File: config.mk
export PLATFORM = sky130hd
export DESIGN_NAME = ptba_ctrl
export DESIGN_NICKNAME = d
export VERILOG_FILES = /design/src/ptba_pkg.sv /design/src/ptba_ctrl.sv
export SDC_FILE = /design/constraint.sdc
export NUM_CORES = 1
export LEC_CHECK = 0
export BUFFER_PORTS_ARGS = -buffer_cell sky130_fd_sc_hd__buf_2
export CAP_MARGIN = 10
export CORE_AREA = 2 2 39 41
export CTS_BUF_LIST = sky130_fd_sc_hd__clkbuf_4
export DETAILED_ROUTE_END_ITERATION = 12
export DIE_AREA = 0 0 41 43
export HOLD_SLACK_MARGIN = 0.03
export PLACE_DENSITY = 0.72
export SKIP_LAST_GASP = 1
export SLEW_MARGIN = 25
export SYNTH_ARGS = -nofsm -noshare
export SYNTH_HDL_FRONTEND = slang
export SYNTH_SLANG_ARGS = --single-unit
File: constraint.sdc
create_clock -name clock -period 1.85 [get_ports clock]
set_input_delay 0.37 -clock clock [delete_from_list [all_inputs] [get_ports clock]]
set_output_delay 0.37 -clock clock [all_outputs]
set_load 0.05 [all_outputs]
File: src/ptba_pkg.sv
// ----------------------------------------------------------------------------
// ptba_pkg
// Shared types and constants for the per-task bandwidth accounting core.
// ----------------------------------------------------------------------------
package ptba_pkg;

   localparam int TableSlotsDefault = 16;

   localparam logic [1:0] REQ_TICK0  = 2'd0;
   localparam logic [1:0] REQ_TICK1  = 2'd1;
   localparam logic [1:0] REQ_REPORT = 2'd2;

   localparam logic [1:0] CSR_TICK_RATE = 2'd0;
   localparam logic [1:0] CSR_LINE      = 2'd1;
   localparam logic [1:0] CSR_DMA       = 2'd2;

   localparam logic [16:0] TickRateReset = 17'd1000;
   localparam logic [12:0] LineReset     = 13'd128;
   localparam logic [31:0] DmaReset      = 32'd165888000;

   // Datapath operations.
   typedef enum logic [3:0] {
      OP_NONE,
      OP_TICK_LOAD,    // capture request, start search
      OP_SEARCH,       // compare one slot
      OP_TICK_APPLY,   // add delta to chosen slot
      OP_REP_SUM,      // read/clear one slot, add to sum
      OP_BW_START,     // start bandwidth division for current operand
      OP_BW_FINISH,    // store total: sum bandwidth plus DMA, saturated
      OP_PCT_START,    // start percent division
      OP_EMIT,         // load output register
      OP_SLOT_LOAD     // load the captured misses of the current slot
   } op_type;

   typedef struct packed {
      op_type     op;
      logic       sel_total;   // bandwidth operand is the sum, not a slot
      logic       rst_slot;    // reset slot pointer
      logic       nxt_slot;    // advance slot pointer
   } cmd_type;

   typedef struct packed {
      logic       found;       // search hit
      logic       search_end;  // pointer reached slots_used
      logic       slot_last;   // pointer is last used slot
      logic       have_slots;
      logic       ticks_zero;
      logic       div_done;
   } sts_type;

endpackage

File: src/ptba_ctrl.sv
// ----------------------------------------------------------------------------
// ptba_ctrl
// Sequencer for tick updates and the report walk.
// ----------------------------------------------------------------------------
module ptba_ctrl (
   input  logic               clock,
   input  logic               reset,
   input  logic               req_tvalid,
   output logic               req_tready,
   input  logic [1:0]         req_type,
   input  ptba_pkg::sts_type  sts,
   output ptba_pkg::cmd_type  cmd,
   output logic               out_load,
   output logic               out_last,
   input  logic               out_free
);
   typedef enum logic [3:0] {
      S_IDLE, S_SEARCH, S_APPLY, S_RSUM, S_TBW, S_TWAIT, S_TFIN,
      S_SBW0, S_SBW, S_SWAIT, S_PCT, S_PWAIT, S_EMIT
   } state_type;

   state_type state_ff, state_in;
   logic      kind_report;

   assign req_tready = (state_ff == S_IDLE);
   assign kind_report = req_type == ptba_pkg::REQ_REPORT;

   always_comb begin
      state_in = state_ff;
      cmd = '{op: ptba_pkg::OP_NONE, sel_total: 1'b0, rst_slot: 1'b0, nxt_slot: 1'b0};
      out_load = 1'b0;
      out_last = sts.slot_last;
      unique case (state_ff)
         S_IDLE: if (req_tvalid) begin
            if (req_type == ptba_pkg::REQ_TICK0 || req_type == ptba_pkg::REQ_TICK1) begin
               cmd.op = ptba_pkg::OP_TICK_LOAD; cmd.rst_slot = 1'b1; state_in = S_SEARCH;
            end else if (kind_report) begin
               cmd.op = ptba_pkg::OP_TICK_LOAD; cmd.rst_slot = 1'b1; state_in = S_RSUM;
            end
         end
         S_SEARCH: if (sts.found || sts.search_end) state_in = S_APPLY;
            else begin
               cmd.op = ptba_pkg::OP_SEARCH; cmd.nxt_slot = 1'b1;
            end
         S_APPLY: begin cmd.op = ptba_pkg::OP_TICK_APPLY; state_in = S_IDLE; end
         S_RSUM: if (sts.search_end) begin
               cmd.rst_slot = 1'b1;
               state_in = (sts.ticks_zero || !sts.have_slots) ? S_IDLE : S_TBW;
            end else begin
               cmd.op = ptba_pkg::OP_REP_SUM; cmd.nxt_slot = 1'b1;
            end
         S_TBW: begin
            cmd.op = ptba_pkg::OP_BW_START; cmd.sel_total = 1'b1; state_in = S_TWAIT;
         end
         S_TWAIT: if (sts.div_done) state_in = S_TFIN;
         S_TFIN: begin
            cmd.op = ptba_pkg::OP_BW_FINISH; cmd.sel_total = 1'b1; state_in = S_SBW0;
         end
         S_SBW0: begin   // loads slot operand
            cmd.op = ptba_pkg::OP_SLOT_LOAD; state_in = S_SBW;
         end
         S_SBW: begin cmd.op = ptba_pkg::OP_BW_START; state_in = S_SWAIT; end
         S_SWAIT: if (sts.div_done) state_in = S_PCT;
         S_PCT: begin cmd.op = ptba_pkg::OP_PCT_START; state_in = S_PWAIT; end
         S_PWAIT: if (sts.div_done) state_in = S_EMIT;
         S_EMIT: if (out_free) begin
            cmd.op = ptba_pkg::OP_EMIT; out_load = 1'b1;
            if (sts.slot_last) state_in = S_IDLE;
            else begin cmd.nxt_slot = 1'b1; state_in = S_SBW0; end
         end
         default: state_in = S_IDLE;
      endcase
   end

   always_ff @(posedge clock) begin
      if (reset) state_ff <= S_IDLE;
      else state_ff <= state_in;
   end
endmodule

# --- Word level (Yosys, flattened, before mapping) ---
# Index checks and enable logic that the tools add are counted.
word_totals:
  reg_bits: 4
  in_bits: 12
  output_inout_bits: 10
  wordCells: 64
op_classes:
  n_eq_ne: 22
  mux: 32
  n_reduce_logical: 9
op_table:
  columns: ["op", "n"]
  rows:
  - ["4-bit one-hot mux with 12 select lines", 1]
  - ["4-bit 2-to-1 mux", 10]
  - ["4-bit one-hot mux with 9 select lines", 1]
  - ["4-bit == test (second input constant)", 5]
  - ["4-bit by 3-bit == test with 1-bit output (second input constant)", 4]
  - ["1-bit 2-to-1 mux", 14]
  - ["2-bit inequality test (second input constant)", 7]
  - ["3-bit 2-to-1 mux", 3]
  - ["4-bit by 2-bit == test with 1-bit output (second input constant)", 2]
  - ["8-bit AND reduction", 1]
  - ["4-bit by 1-bit == test with 1-bit output (second input constant)", 1]
  - ["4-bit logical NOT", 1]
  - ["2-bit OR reduction", 2]
  - ["1-bit logical OR", 3]
  - ["3-bit by 1-bit inequality test with 1-bit output (second input constant)", 1]
  - ["1-bit one-hot mux with 3 select lines", 1]
  - ["2-bit by 1-bit == test with 1-bit output (second input constant)", 1]
  - ["2-bit == test (second input constant)", 1]
  - ["2-bit logical NOT", 1]
  - ["2-bit 2-to-1 mux", 1]
  - ["1-bit one-hot mux with 2 select lines", 1]
  - ["1-bit logical NOT", 1]

# --- Depth between registers and ports, before layout ---
# Gate-level depths: netlist (run 1).
depth:
  word_depth: 5
  depth_mapped: 6
  ltp_nobuf: 4

# --- Worst setup path after synthesis (run 1) ---
# Ideal clock, no wire load.
synth_path:
  path_type: "register -> register"
  from: "register state_ff[2]"
  to: "register state_ff[1]"
  setup_ns: 0.072
  arrival_time_ns: 2.558
  required_ns: 1.778
  path_slack_ns: -0.780
  stages_incl_launch_ff: 6
  path_buffers: 1
  synth_period_minus_slack_ns: 2.630
  path_cell_list: "dfxtp_1 -> buf_6 -> nor4_1 -> nor2b_1 -> or3_4 -> mux2i_1"
synth_between:
  elab_chain_len: 3
  word_cells_on_any_way: 22
  cone_classes: "eq/ne (19); mux (1); reduce/logical (2)"
synth_rtl:
  columns: ["item", "line", "rtl"]
  rows:
  - ["start, declared", "ptba_ctrl.sv:22", "state_type state_ff, state_in;"]
  - ["start signal, assigned", "ptba_ctrl.sv:77", "else state_ff <= state_in;"]
  - ["4-bit logical NOT (*)", null, null]
  - ["named net req_tready", "ptba_ctrl.sv:9", "output logic req_tready,"]
  - ["3-bit by 1-bit inequality test with 1-bit output (no source line) or 2-bit inequality test (tied branches)", null, null]
  - ["8-bit AND reduction (no source line)", null, null]
# The timed path passes the listed nets; every way through them passes the cells marked *.
# A chain may end at the register's enable or synchronous reset.

==> results of run 1 <==
==> timing repair <==
item	in CTS	in global routing
resized for setup	10	7
hold buffers	0	0
buffers inserted	0	0
pin swaps	2	1
endpoints found under the setup margin	5	9
==> power breakdown <==
part	leakage (nW)	switching, mW	total [mW]	internal [mW]
clock	0.0138	0.0334	0.106	0.0724
combinational	0.305	0.484	0.835	0.351
sequential	0.0332	0.0298	0.138	0.108
total	0.352	0.548	1.08	0.531
==> worst register-to-register path, stage by stage (launching register included) <==
cell and delay, ns:
sky130_fd_sc_hd__dfxtp_1 0.38, sky130_fd_sc_hd__buf_6 0.19, sky130_fd_sc_hd__or3b_1 0.35, sky130_fd_sc_hd__a21oi_1 0.36, sky130_fd_sc_hd__or3_4 0.23, sky130_fd_sc_hd__mux2i_1 0.18
==> routing by layer <==
| metal | GRT usage [%] | routed length [µm] | vias up |
|---|---|---|---|
| met4 | 6.67 | 10 | 0 |
| met1 | 23.6 | 707 | 340 |
| met5 | 0 | 0 | - |
| met2 | 40.0 | 935 | 24 |
| li1 | - | - | 342 |
| met3 | 4.19 | 61 | 2 |
==> cell type report <==
type                            instances  share of cell area, %
Tap cell                               16                   2.25
Clock buffer                            3                   2.54
Timing Repair Buffer                   32                   25.5
Sequential cell                         4                   9.15
Multi-Input combinational cell         62                   59.3
Inverter                                3                   1.27
==> worst max path at each step <==
stage                        to  slack, ns  cells past startpoint
floorplan           state_ff[1]      -0.16                      5
global placement         cmd[4]      -0.02                      4
detailed placement       cmd[4]      -0.03                      4
CTS                      cmd[4]      -0.07                      3
global route             cmd[4]      -0.12                      3
finish                   cmd[4]      -0.08                      3
==> cells in the final DEF, fill, tap and decap left out, types with 5 or more instances in the layout <==
master	instances
sky130_fd_sc_hd__buf_2	13
sky130_fd_sc_hd__buf_4	12
sky130_fd_sc_hd__nor2_1	7
sky130_fd_sc_hd__clkbuf_4	5
sky130_fd_sc_hd__buf_6	5
==> cells by family after synthesis <==
family                    after synthesis
and+or+nand+nor                        34
AOI/OAI and AO/OA                      26
buffers and inverters                  11
DFF                                     4
xor gates and xnor gates                1
muxes                                   1
==> summary by stage, run 1 <==
Timing
The number of pins exceeding their max-slew limit in the final report is 0. In the final timing run, aggregate negative setup slack is -0.118 ns. The smallest clock period supported by the final layout is computed as just under 2 ns.

The share of the clock period used by the worst path is 104%. The worst-case headroom to the max-slew limit is between 70% and 80%. The final hold violation count is 0. At the pin with the least slew margin, the transition time is 0.392 ns. The final critical-path setup slack is -0.0806 ns. The final worst clock skew is ~0.0046 ns. The final count of negative-setup-slack endpoints is 4. Setup repair after global routing could not meet its margin everywhere. Across all hold checks on the routed design, the worst slack comes to approximately 0.35 ns. The maximum operating frequency is between 0.5 and 0.6 GHz.

Flow run
The tool flagged a number of max-cap violations equal to 0.

Finish
The cell area after layout is a little under 900 µm². More flip-flops sit in one register than any other, and that register is state_ff. In the final layout, the multi-input gates occupy about 530 µm². The layout cell share with drive strength beyond 1 is between 40% and 50%. In the final design database the tool counted ~120 nets. Excluding fillers, the count of instances in the completed layout stands at 120. The number of filler instances in the final layout is 122. The number of antenna diodes is 0. Once layout is complete, the utilization of the core stands at roughly 64%. In the final layout, the registers with the most flip-flops are state_ff (4). The register with the most flip-flops in the layout has 4 of them. The sequential cells in the finished layout cover a total of around 80 µm².

The area growth from synthesis to layout is 54.0%.

Critical path
STA classifies the critical path endpoint as an output port. The number of buffer and inverter instances along the worst setup path is 1. The endpoint identified for the worst register-to-register timing path is state_ff[1]. Among cell families on the critical path, the largest total delay comes from simple AND/OR/NAND/NOR gates. The largest individual stage delay along the critical path comes from the cell sky130_fd_sc_hd__or4b_4.

The critical path class is reg -> out. The nature of the critical path startpoint is a flop. In this run the worst path has a maximum fanout of 3. The worst reg-to-reg path cell count is 5. The first element of the critical path is state_ff[3]. The worst register-to-register path has a setup slack of 0.09 ns. The startpoint identified for the worst register-to-register timing path is state_ff[2]. The signal on the critical path passes through or4b_4 > o32ai_4 > buf_6. The worst path required time is 1.48 ns. The largest stage delay on the critical path is around 0.56 ns. STA puts the critical path data arrival time at 1.56 ns.

Clock network
The TritonCTS clock tree is done. The tree built by TritonCTS fans out to 4 sinks. In this run the number of H-tree levels came out at 1.

In this run the clock root is driven by a sky130_fd_sc_hd__clkbuf_4. The number of buffers between clock root and the deepest sink is 2. Clock-pin slew was measured on the worst setup and hold paths at ~0.04 ns.

The clock latency on the worst-skew pair is ~0.23 ns. TritonCTS created 3 clock buffers.

Global routing
Global routing finished with a remaining overflow of 0. The number of antenna violations at the first check in global routing came to 0. The number of global-route vias before repair is 676. The first global-routing pass estimated ~2700 µm of wire.

In the global route stage, overall resource usage came out at 22.0%. The maximum number of pins on one net before global-route repair is 21.

Run status
The flow ran to the end, but the final reports show violations. The final reports fail on setup timing.

Floorplan
The die is between 40 and 50 µm wide. The die boundary height is 43 µm. In this run the standard cell core region covers between 1000 and 1500 µm². For this configuration, the core starts out at a cell density of around two fifths.

The floorplan die area is 1760 µm². Pin placement for this block handled 22 I/O pins. The floorplan row count is 14.

Yosys
The number of warning messages in the yosys log is 0. The top-area cell type share of the netlist area is ~14%. After Yosys synthesis, and, or, nand and nor cells account for around 35% of the synthesized area.

Of the post-synthesis cell area, the part taken by muxes is 1.74%. Counting flops and latches in the post-synthesis netlist gives 4. Of all cell types, the one taking the most synthesized area is sky130_fd_sc_hd__dfxtp_1. The distinct cell type count after synthesis is 36. For this run, asynchronously set or reset flops after synthesis account for 0%. The average footprint of a synthesized cell is around 7.5 µm².

The proportion of synthesized chip area in sequential cells is around 14%. Among all cell types in the netlist, the one instantiated most often is sky130_fd_sc_hd__nor2_1. The fraction of the mapped netlist area in adder cells is 0%. After synthesis, the largest family of logic cells by area is compound AO/OA/AOI/OAI gates. After Yosys synthesis, XOR and XNOR cells account for between 1.5 and 2% of the synthesized area. Summing the areas of all compound-gate instances in the mapped netlist gives a little under two fifths of the synthesized area. The number of nets in the synthesized netlist is 89. The synthesized cell area is approximately 580 µm². The top flip-flop cell by instance count after synthesis is sky130_fd_sc_hd__dfxtp_1.

Ranked by total cell area, the synthesized netlist is headed by sky130_fd_sc_hd__dfxtp_1 14%, sky130_fd_sc_hd__nor2_1 5.9%, sky130_fd_sc_hd__o32ai_4 4.8%. The post-synthesis cell count is 77. The number of enable-type register cells in the synthesized netlist is 0. By count the netlist is led by 9 x sky130_fd_sc_hd__nor2_1, 4 x sky130_fd_sc_hd__clkbuf_1, 4 x sky130_fd_sc_hd__dfxtp_1, 4 x sky130_fd_sc_hd__nand2b_1, 4 x sky130_fd_sc_hd__nor3_1.

Route
The detailed-router iteration count before antenna repair is 4. The count of nets left with antenna violations once routing finished came out at 0. For this block, the initial DRC count from the detailed router was 17. The routed via count is slightly above 700.

Summed over all layers, the routed wires come to ~1700 µm. The average vias per placed instance is between 5 and 6. The remaining routing DRC violations is 0. The detailed-route wire length per cell is between 10 and 15 µm.

Hold path
The worst hold path terminates at state_ff[3]. The origin of the worst min-delay path is reset. The hold-critical path depth is 2.

The worst hold path belongs to the class in -> reg.

Pwr
The total leakage power is about 0.35 nW. The post-route total power is ~1.1 mW. The ratio of total power to cell area is between 1000 and 1500 nW/µm². Across the VDD grid, the largest voltage drop is 0.814 mV.

Place
The number of input and output port buffers inserted is 21. At the end of routability-driven placement, the weighted congestion stood at roughly 0.84. The wire-length estimate of the detail-placed layout is about 1300 µm.

Before CTS, the worst setup slack after placement is -0.0297 ns. The post-placement cell count is 117. In this run the cell area measured after placement is between 800 and 900 µm².
(Power assumes the default switching activity.)
==> run 2: changes to the inputs <==
- GPL_TIMING_DRIVEN: not set -> 0
- PLACE_DENSITY: 0.72 -> 0.73
==> run 2 against run 1 <==
  * The run still ends with setup timing left
  * Largest cell class unchanged
  * Design area is 11% higher
  * Worst setup slack lost 0.017 ns
  * Register-to-register slack better by 0.03 ns
  * Hold slack got worse by 0.0039 ns
  * Wire length up 16%
  * Flip-flop and latch count unchanged
  * Die area unchanged
==> summary by stage, run 2 (synthesized netlist as in run 1, its figures left out) <==
Run status
The flow ran to the end, but the final reports show violations. The checks that failed: setup timing.

Route
The routed via count came to 767 (+8.3%). The average vias per placed instance is 6.19 (+4.8%). The remaining routing DRC violations came to 0 (unchanged). The detailed-route wire length per cell was 16.0 µm (+12%).

The routed wire length is 1990 µm (+16%). The detailed-router iteration count before antenna repair is 4 (unchanged). The detailed router's first-iteration violation count was 20 (+3). The count of antenna-violating nets left after detailed routing is 0 (unchanged).

Flow run
The number of maximum-capacitance constraint violations was 0 (unchanged).

Floorplan
The floorplan row count is 14 (unchanged). The die boundary height is 43 µm (unchanged). The number of primary I/O pins is 22 (unchanged).

The floorplan die area is 1760 µm² (unchanged). The effective utilization at floorplan is 41.7% (unchanged). The total core area is 1380 µm² (unchanged).

The horizontal extent of the die is 41 µm (unchanged).

Global routing
After global routing, the most crowded layer is met2. The number of global-route vias before repair is 751 (+11%). The first-pass GRT wire length is 3160 µm (+15%). The global routing met2 resource utilization is 42.8% (+2.8 points). The aggregate global-route resource usage is 25.4% (+3.3 points). The number of antenna violations at the first check in global routing was 0 (unchanged). The met1 layer usage reported by global route is 29.2% (+5.5 points). The total global routing overflow is 0 (unchanged). The maximum number of pins on one net before global-route repair came to 11 (-48%). The met3 track demand over resource in global routing was 7.33% (+3.1 points).

Critical path
STA classifies the critical path startpoint as a flop. The number of buffer and inverter instances along the worst setup path is 1 (unchanged). Among all stages on the critical path, the largest delay is contributed by sky130_fd_sc_hd__or4b_4. The category of cells accounting for the largest share of critical-path delay is simple AND/OR/NAND/NOR gates. The critical path in this run is classified as reg -> out. The maximum net fanout on the critical path is 5 (+2). The data arrival time of the critical path is 1.58 ns (+0.02 ns). The worst path required time is 1.48 ns (about the same).

STA classifies the critical path endpoint as an output port. The largest stage delay on the critical path is 0.53 ns (-0.03 ns). The signal on the critical path passes through or4b_4 > o32ai_4 > buf_6.

Timing
The clock period minus worst slack is 1.95 ns (+0.0170 ns). The maximum operating frequency is 0.513 GHz (-0.87%). The final worst clock skew is 0.00371 ns (-0.000873 ns).

The number of pins exceeding their max-slew limit in the final report is 0 (unchanged). The final critical-path setup slack is -0.0976 ns (-0.0170 ns). Setup repair after global routing could not meet its margin everywhere. The final count of negative-setup-slack endpoints was 3 (-1).

The worst-case headroom to the max-slew limit was 73.7% (-0.15 points). The share of the clock period used by the worst path is 105% (+0.92 points). The worst hold slack was 0.351 ns (-0.00385 ns). The accumulated negative setup slack is -0.161 ns (-0.0435 ns). The final hold violation count is 0 (unchanged). The actual slew at the worst max-slew pin came to 0.389 ns (-0.00275 ns).

Finish
The share of the core filled with cells is 71.2% (+7.1 points). The library cell used most frequently in the layout, excluding fill and tap cells, is sky130_fd_sc_hd__buf_2. The cell area after layout was 986 µm² (+11%). The post-route non-filler standard cell count is 124 (+3.3%). The number of antenna diodes is 0 (unchanged). The top cell types in the final layout, fill and taps aside, are 15 x sky130_fd_sc_hd__buf_2, 11 x sky130_fd_sc_hd__buf_4, 6 x sky130_fd_sc_hd__buf_6, 6 x sky130_fd_sc_hd__nor2_1.

The net total in the final layout is 122 (+3.4%). The layout cell share with drive strength beyond 1 is 57.4% (+9.3 points). The register with the most flip-flops is state_ff. The layout-stage area growth over the synthesis result is 70.9%. The largest registers in the layout are state_ff (4). The number of flip-flops in the largest register is 4 (unchanged).

The number of filler instances in the final layout is 103 (-16%).

Place
The number of input and output port buffers inserted is 21 (unchanged). The detailed-placement wirelength estimate came to 1280 µm (-2.8%). The pre-CTS setup slack came to -0.185 ns (-0.156 ns). The placement-stage cell area is 782 µm² (-3.8%). The post-placement cell count came to 114 (-2.6%). The last weighted congestion value of the routability-driven placer is 0.874 (+3.7%).

Pwr
The part of the total power dissipated in the clock network is 9.5% (-0.3 points). The maximum vdd ir drop is 0.654 mV (-20%). The relative contribution of combinational cells to total power was 76.9% (-0.5 points). The total internal power was 580 µW (+9.1%).

The switching power of the nets is 585 µW (+6.7%). The share of total power consumed by net switching is 50.2% (-0.56 points). The ratio of total power to cell area is 1180 nW/µm² (-2.8%). The power share of the sequential group is 13.6% (+0.8 points).

The post-route total power was 1.16 mW (+7.9%). The total leakage power is 0.394 nW (+12%).

Clock network
The clock latency on the worst-skew pair is 0.24 ns (about the same). The count of clock tree sinks was 4 (unchanged). The TritonCTS clock tree is done. The number of buffers added to fix hold violations after cts was 0 (unchanged). The number of buffers between clock root and the deepest sink is 2 (unchanged). The clock tree root buffer cell is sky130_fd_sc_hd__clkbuf_4. The number of H-tree branching levels is 1 (unchanged). The number of buffers added by the clock tree synthesis step is 3 (unchanged). The post-CTS clock slew at the launch and capture registers of the worst setup and hold paths is 0.04 ns (about the same).

Hold path
The path class of the tightest hold or removal check is in -> reg.
[run 2: cell count changes in the layout (fill, tap and decap cells not counted), sizes merged]
| cell | delta |
|---|---|
| buf | +3 |
| clkbuf | +1 |
[run 2: timing repair]
| action | in CTS | in global routing |
|---|---|---|
| cloned | 0 | 1 |
| resized for setup | 25 | 16 |
| pin swaps | 5 | 4 |
| setup buffers | 6 | 2 |
| setup endpoints to repair | 7 | 9 |
[run 2: layout make-up]
class	count	area [µm²]	area share, %
plain buffers	6	83.8	8.50
clock buffers	3	22.5	2.28
inverters	3	11.3	1.14
multi-input cells	62	549	55.7
flip-flops and latches	4	85.1	8.63
well taps	16	20.0	2.03
repair buffers	30	214	21.7
[run 2: routing by layer]
layer	wire length, µm	share of wire [%]
met2	1040	52
met4	40	2.0
met5	0	0
met3	125	6.3
met1	779	39
[run 2: final timing paths]
check	startpoint	endpoint	slack [ns]	cells past startpoint
worst max-delay path	state_ff[0]	cmd[4]	-0.1	3
worst min register to register	state_ff[1]	state_ff[1]	0.73	3
worst min-delay path	reset	state_ff[3]	0.35	2
worst max register to register	state_ff[0]	state_ff[1]	0.12	5
[run 2: worst reg2reg max path, stage by stage, from the launching register on]
cell and delay, ns:
sky130_fd_sc_hd__dfxtp_2 0.39, sky130_fd_sc_hd__or4b_4 0.53, sky130_fd_sc_hd__buf_4 0.18, sky130_fd_sc_hd__o32ai_4 0.17
sky130_fd_sc_hd__or3_4 0.21, sky130_fd_sc_hd__mux2i_1 0.17
[run 2: power groups by stage]
stage               registers [mW]  clock network [mW]  logic (mW)
floorplan                    0.126                   0       0.588
global placement             0.133                   0       0.702
detailed placement           0.133                   0       0.709
CTS                          0.139               0.112       0.858
global route                 0.160               0.118       0.947
finish                       0.158               0.111       0.895
==> run 3: changes to the inputs <==
- CAP_MARGIN: 10 -> not set
- TNS_END_PERCENT: not set -> 10
==> run 3 against run 2 <==
  * The flow still finishes with violations (setup timing)
  * Flip-flop and latch count stayed put
  * Total power is 10% lower
  * Critical path depth is 1 higher
  * Critical path type unchanged
  * Largest power group unchanged
==> summary by stage, run 3 (synthesized netlist as in run 1, its figures left out) <==
Run status
The run finished, with violations left. The checks that failed: setup timing.

Floorplan
The floorplan row count is 14 (unchanged). The die boundary height is 43 µm (unchanged). The horizontal extent of the die is 41 µm (unchanged). The floorplan die area was 1760 µm² (unchanged). The total core area is 1380 µm² (unchanged). The effective utilization at floorplan is 41.7% (unchanged). The number of primary I/O pins was 22 (unchanged).

Timing
Setup repair after global routing could not meet its margin everywhere. The worst hold slack is 0.341 ns (-0.00990 ns). The final critical-path setup slack is -0.133 ns (-0.0357 ns). The final worst clock skew came to 0.00518 ns (+0.00147 ns).

The final hold violation count is 0 (unchanged). The clock period minus worst slack is 1.98 ns (+0.0357 ns). The actual slew at the worst max-slew pin is 0.418 ns (+0.0287 ns).

The maximum operating frequency is 0.504 GHz (-1.8%). The worst-case headroom to the max-slew limit is 71.9% (-1.8 points). The number of pins exceeding their max-slew limit in the final report is 0 (unchanged). The share of the clock period used by the worst path came to 107% (+1.9 points). The accumulated negative setup slack came to -0.529 ns (-0.368 ns).

The final count of negative-setup-slack endpoints is 7 (+4).

Clock network
TritonCTS built the clock tree. The number of buffers between clock root and the deepest sink is 2 (unchanged). The number of buffers added by the clock tree synthesis step was 3 (unchanged).

The number of H-tree branching levels is 1 (unchanged). Clock tree synthesis selected as its root buffer the cell sky130_fd_sc_hd__clkbuf_4. The count of clock tree sinks is 4 (unchanged).

The clock latency on the worst-skew pair is 0.24 ns (about the same). The post-CTS clock slew at the launch and capture registers of the worst setup and hold paths is 0.04 ns (about the same).

Pwr
The post-route total power was 1.04 mW (-10%). The ratio of total power to cell area was 1200 nW/µm² (+1.5%). The total leakage power is 0.359 nW (-8.8%). The maximum vdd ir drop was 0.732 mV (+12%).

Finish
Compared with the post-synthesis result, the final layout area differs by 50.8%. The number of flip-flops in the largest register is 4 (unchanged). The number of filler instances in the final layout is 139 (+35%). The number of antenna diodes came to 0 (unchanged). Counting flops per register, the top entry is state_ff. The most common cell after layout, fill and taps aside is sky130_fd_sc_hd__buf_2. The largest registers in the layout are state_ff (4). The top cell types in the final layout, fill and taps aside, are 18 x sky130_fd_sc_hd__buf_2, 7 x sky130_fd_sc_hd__nor2_1, 5 x sky130_fd_sc_hd__buf_6, 5 x sky130_fd_sc_hd__buf_4, 4 x sky130_fd_sc_hd__nand2b_1.

The share of the core filled with cells is 62.8% (-8.4 points). The layout cell share with drive strength beyond 1 was 45.2% (-12 points). The net total in the final layout is 118 (-3.3%).

Route
The detailed-route wire length per cell was 14.8 µm (-7.5%). The routed via count was 709 (-7.6%). The detailed-router iteration count before antenna repair is 4 (unchanged). The average vias per placed instance came to 5.91 (-4.5%). The remaining routing DRC violations is 0 (unchanged). The routed wire length is 1780 µm (-11%). The count of antenna-violating nets left after detailed routing is 0 (unchanged). The detailed router's first-iteration violation count came to 20 (unchanged).

Critical path
The critical path capture point type is an output port. The data arrival time of the critical path came to 1.61 ns (+0.03 ns). The worst reg-to-reg setup slack was 0.10 ns (-0.02 ns). The number of buffer and inverter instances along the worst setup path was 2 (+1). The largest stage delay on the critical path is 0.53 ns (about the same). The nature of the critical path startpoint is a flop. By instance count, the cell type seen most on the critical path is sky130_fd_sc_hd__buf_6.

The maximum net fanout on the critical path is 8 (+3). Among cell families on the critical path, the largest total delay comes from simple AND/OR/NAND/NOR gates. The standard cell with the maximum stage delay on the critical path is sky130_fd_sc_hd__or4b_4. The worst path required time is 1.48 ns (about the same). Walking the worst path, the cells encountered are buf_6 > or4b_4 > o32ai_4 > buf_6.

The worst setup path is of the reg -> out kind.

Global routing
The number of global-route vias before repair is 657 (-13%). The total global routing overflow is 0 (unchanged). The aggregate global-route resource usage is 22.1% (-3.3 points). The first-pass GRT wire length is 2700 µm (-14%). The number of antenna violations at the first check in global routing was 0 (unchanged). The maximum number of pins on one net before global-route repair was 11 (unchanged).

Flow run
The number of maximum-capacitance constraint violations was 0 (unchanged).

Hold path
The worst hold-check path type is in -> reg.

Place
The last weighted congestion value of the routability-driven placer is 0.867 (-0.86%). The detailed-placement wirelength estimate is 1300 µm (+1.6%). The number of input and output port buffers inserted came to 21 (unchanged). The pre-CTS setup slack is -0.356 ns (-0.170 ns).
## run 3: worst register-to-register path: cells and delay by family (launching register included)
kind,cells,cell delay (ns)
muxes,1,0.17
DFF,1,0.30
AOI/OAI and AO/OA,1,0.17
and+or+nand+nor,2,0.74
buffers and inverters,2,0.31
## run 3: final timing paths
kind | start | to | cells past startpoint
worst min-delay path | reset | state_ff[3] | 2
worst max register to register | state_ff[2] | state_ff[1] | 6
worst max-delay path | state_ff[2] | cmd[4] | 4
worst min register to register | state_ff[0] | state_ff[0] | 3
## run 3: final cells by class
| class | instances | area [µm²] | area share, % |
|---|---|---|---|
| Tap cell | 16 | 20.0 | 2.30 |
| Multi-Input combinational cell | 62 | 502 | 57.7 |
| Timing Repair Buffer | 24 | 143 | 16.4 |
| Sequential cell | 4 | 81.3 | 9.35 |
| Clock buffer | 3 | 22.5 | 2.59 |
| Inverter | 3 | 11.3 | 1.29 |
| Buffer | 8 | 90.1 | 10.4 |
## run 3: per-layer routing
metal / global-route usage, % / part of all wire, % / vias up / wire length, µm
li1: - / - / 346 / -
met1: 25.6 / 40 / 329 / 713
met2: 36.6 / 51 / 32 / 912
met3: 6.28 / 7.5 / 2 / 133
met4: 7.33 / 1.0 / 0 / 18
met5: 0 / 0 / - / 0
## run 3: repair_timing
| action | in CTS | in global routing |
|---|---|---|
| buffers inserted | 3 | 0 |
| setup endpoints to repair | 8 | 7 |
| hold buffers | 0 | 0 |
| gates resized for setup | 16 | 2 |
| hold endpoints to repair | 0 | 0 |
| pin swaps | 3 | 0 |
## run 3: power by group
group / internal [mW] / switching (mW)
clock: 0.0728 / 0.0398
sequential: 0.108 / 0.0278
combinational: 0.319 / 0.475
## run 3: stage by stage
step                cell area (µm²)  std cells
global route                    870        120
finish                          870        120
CTS                             868        120
floorplan                       642         77
global placement                767        114
detailed placement              767        114
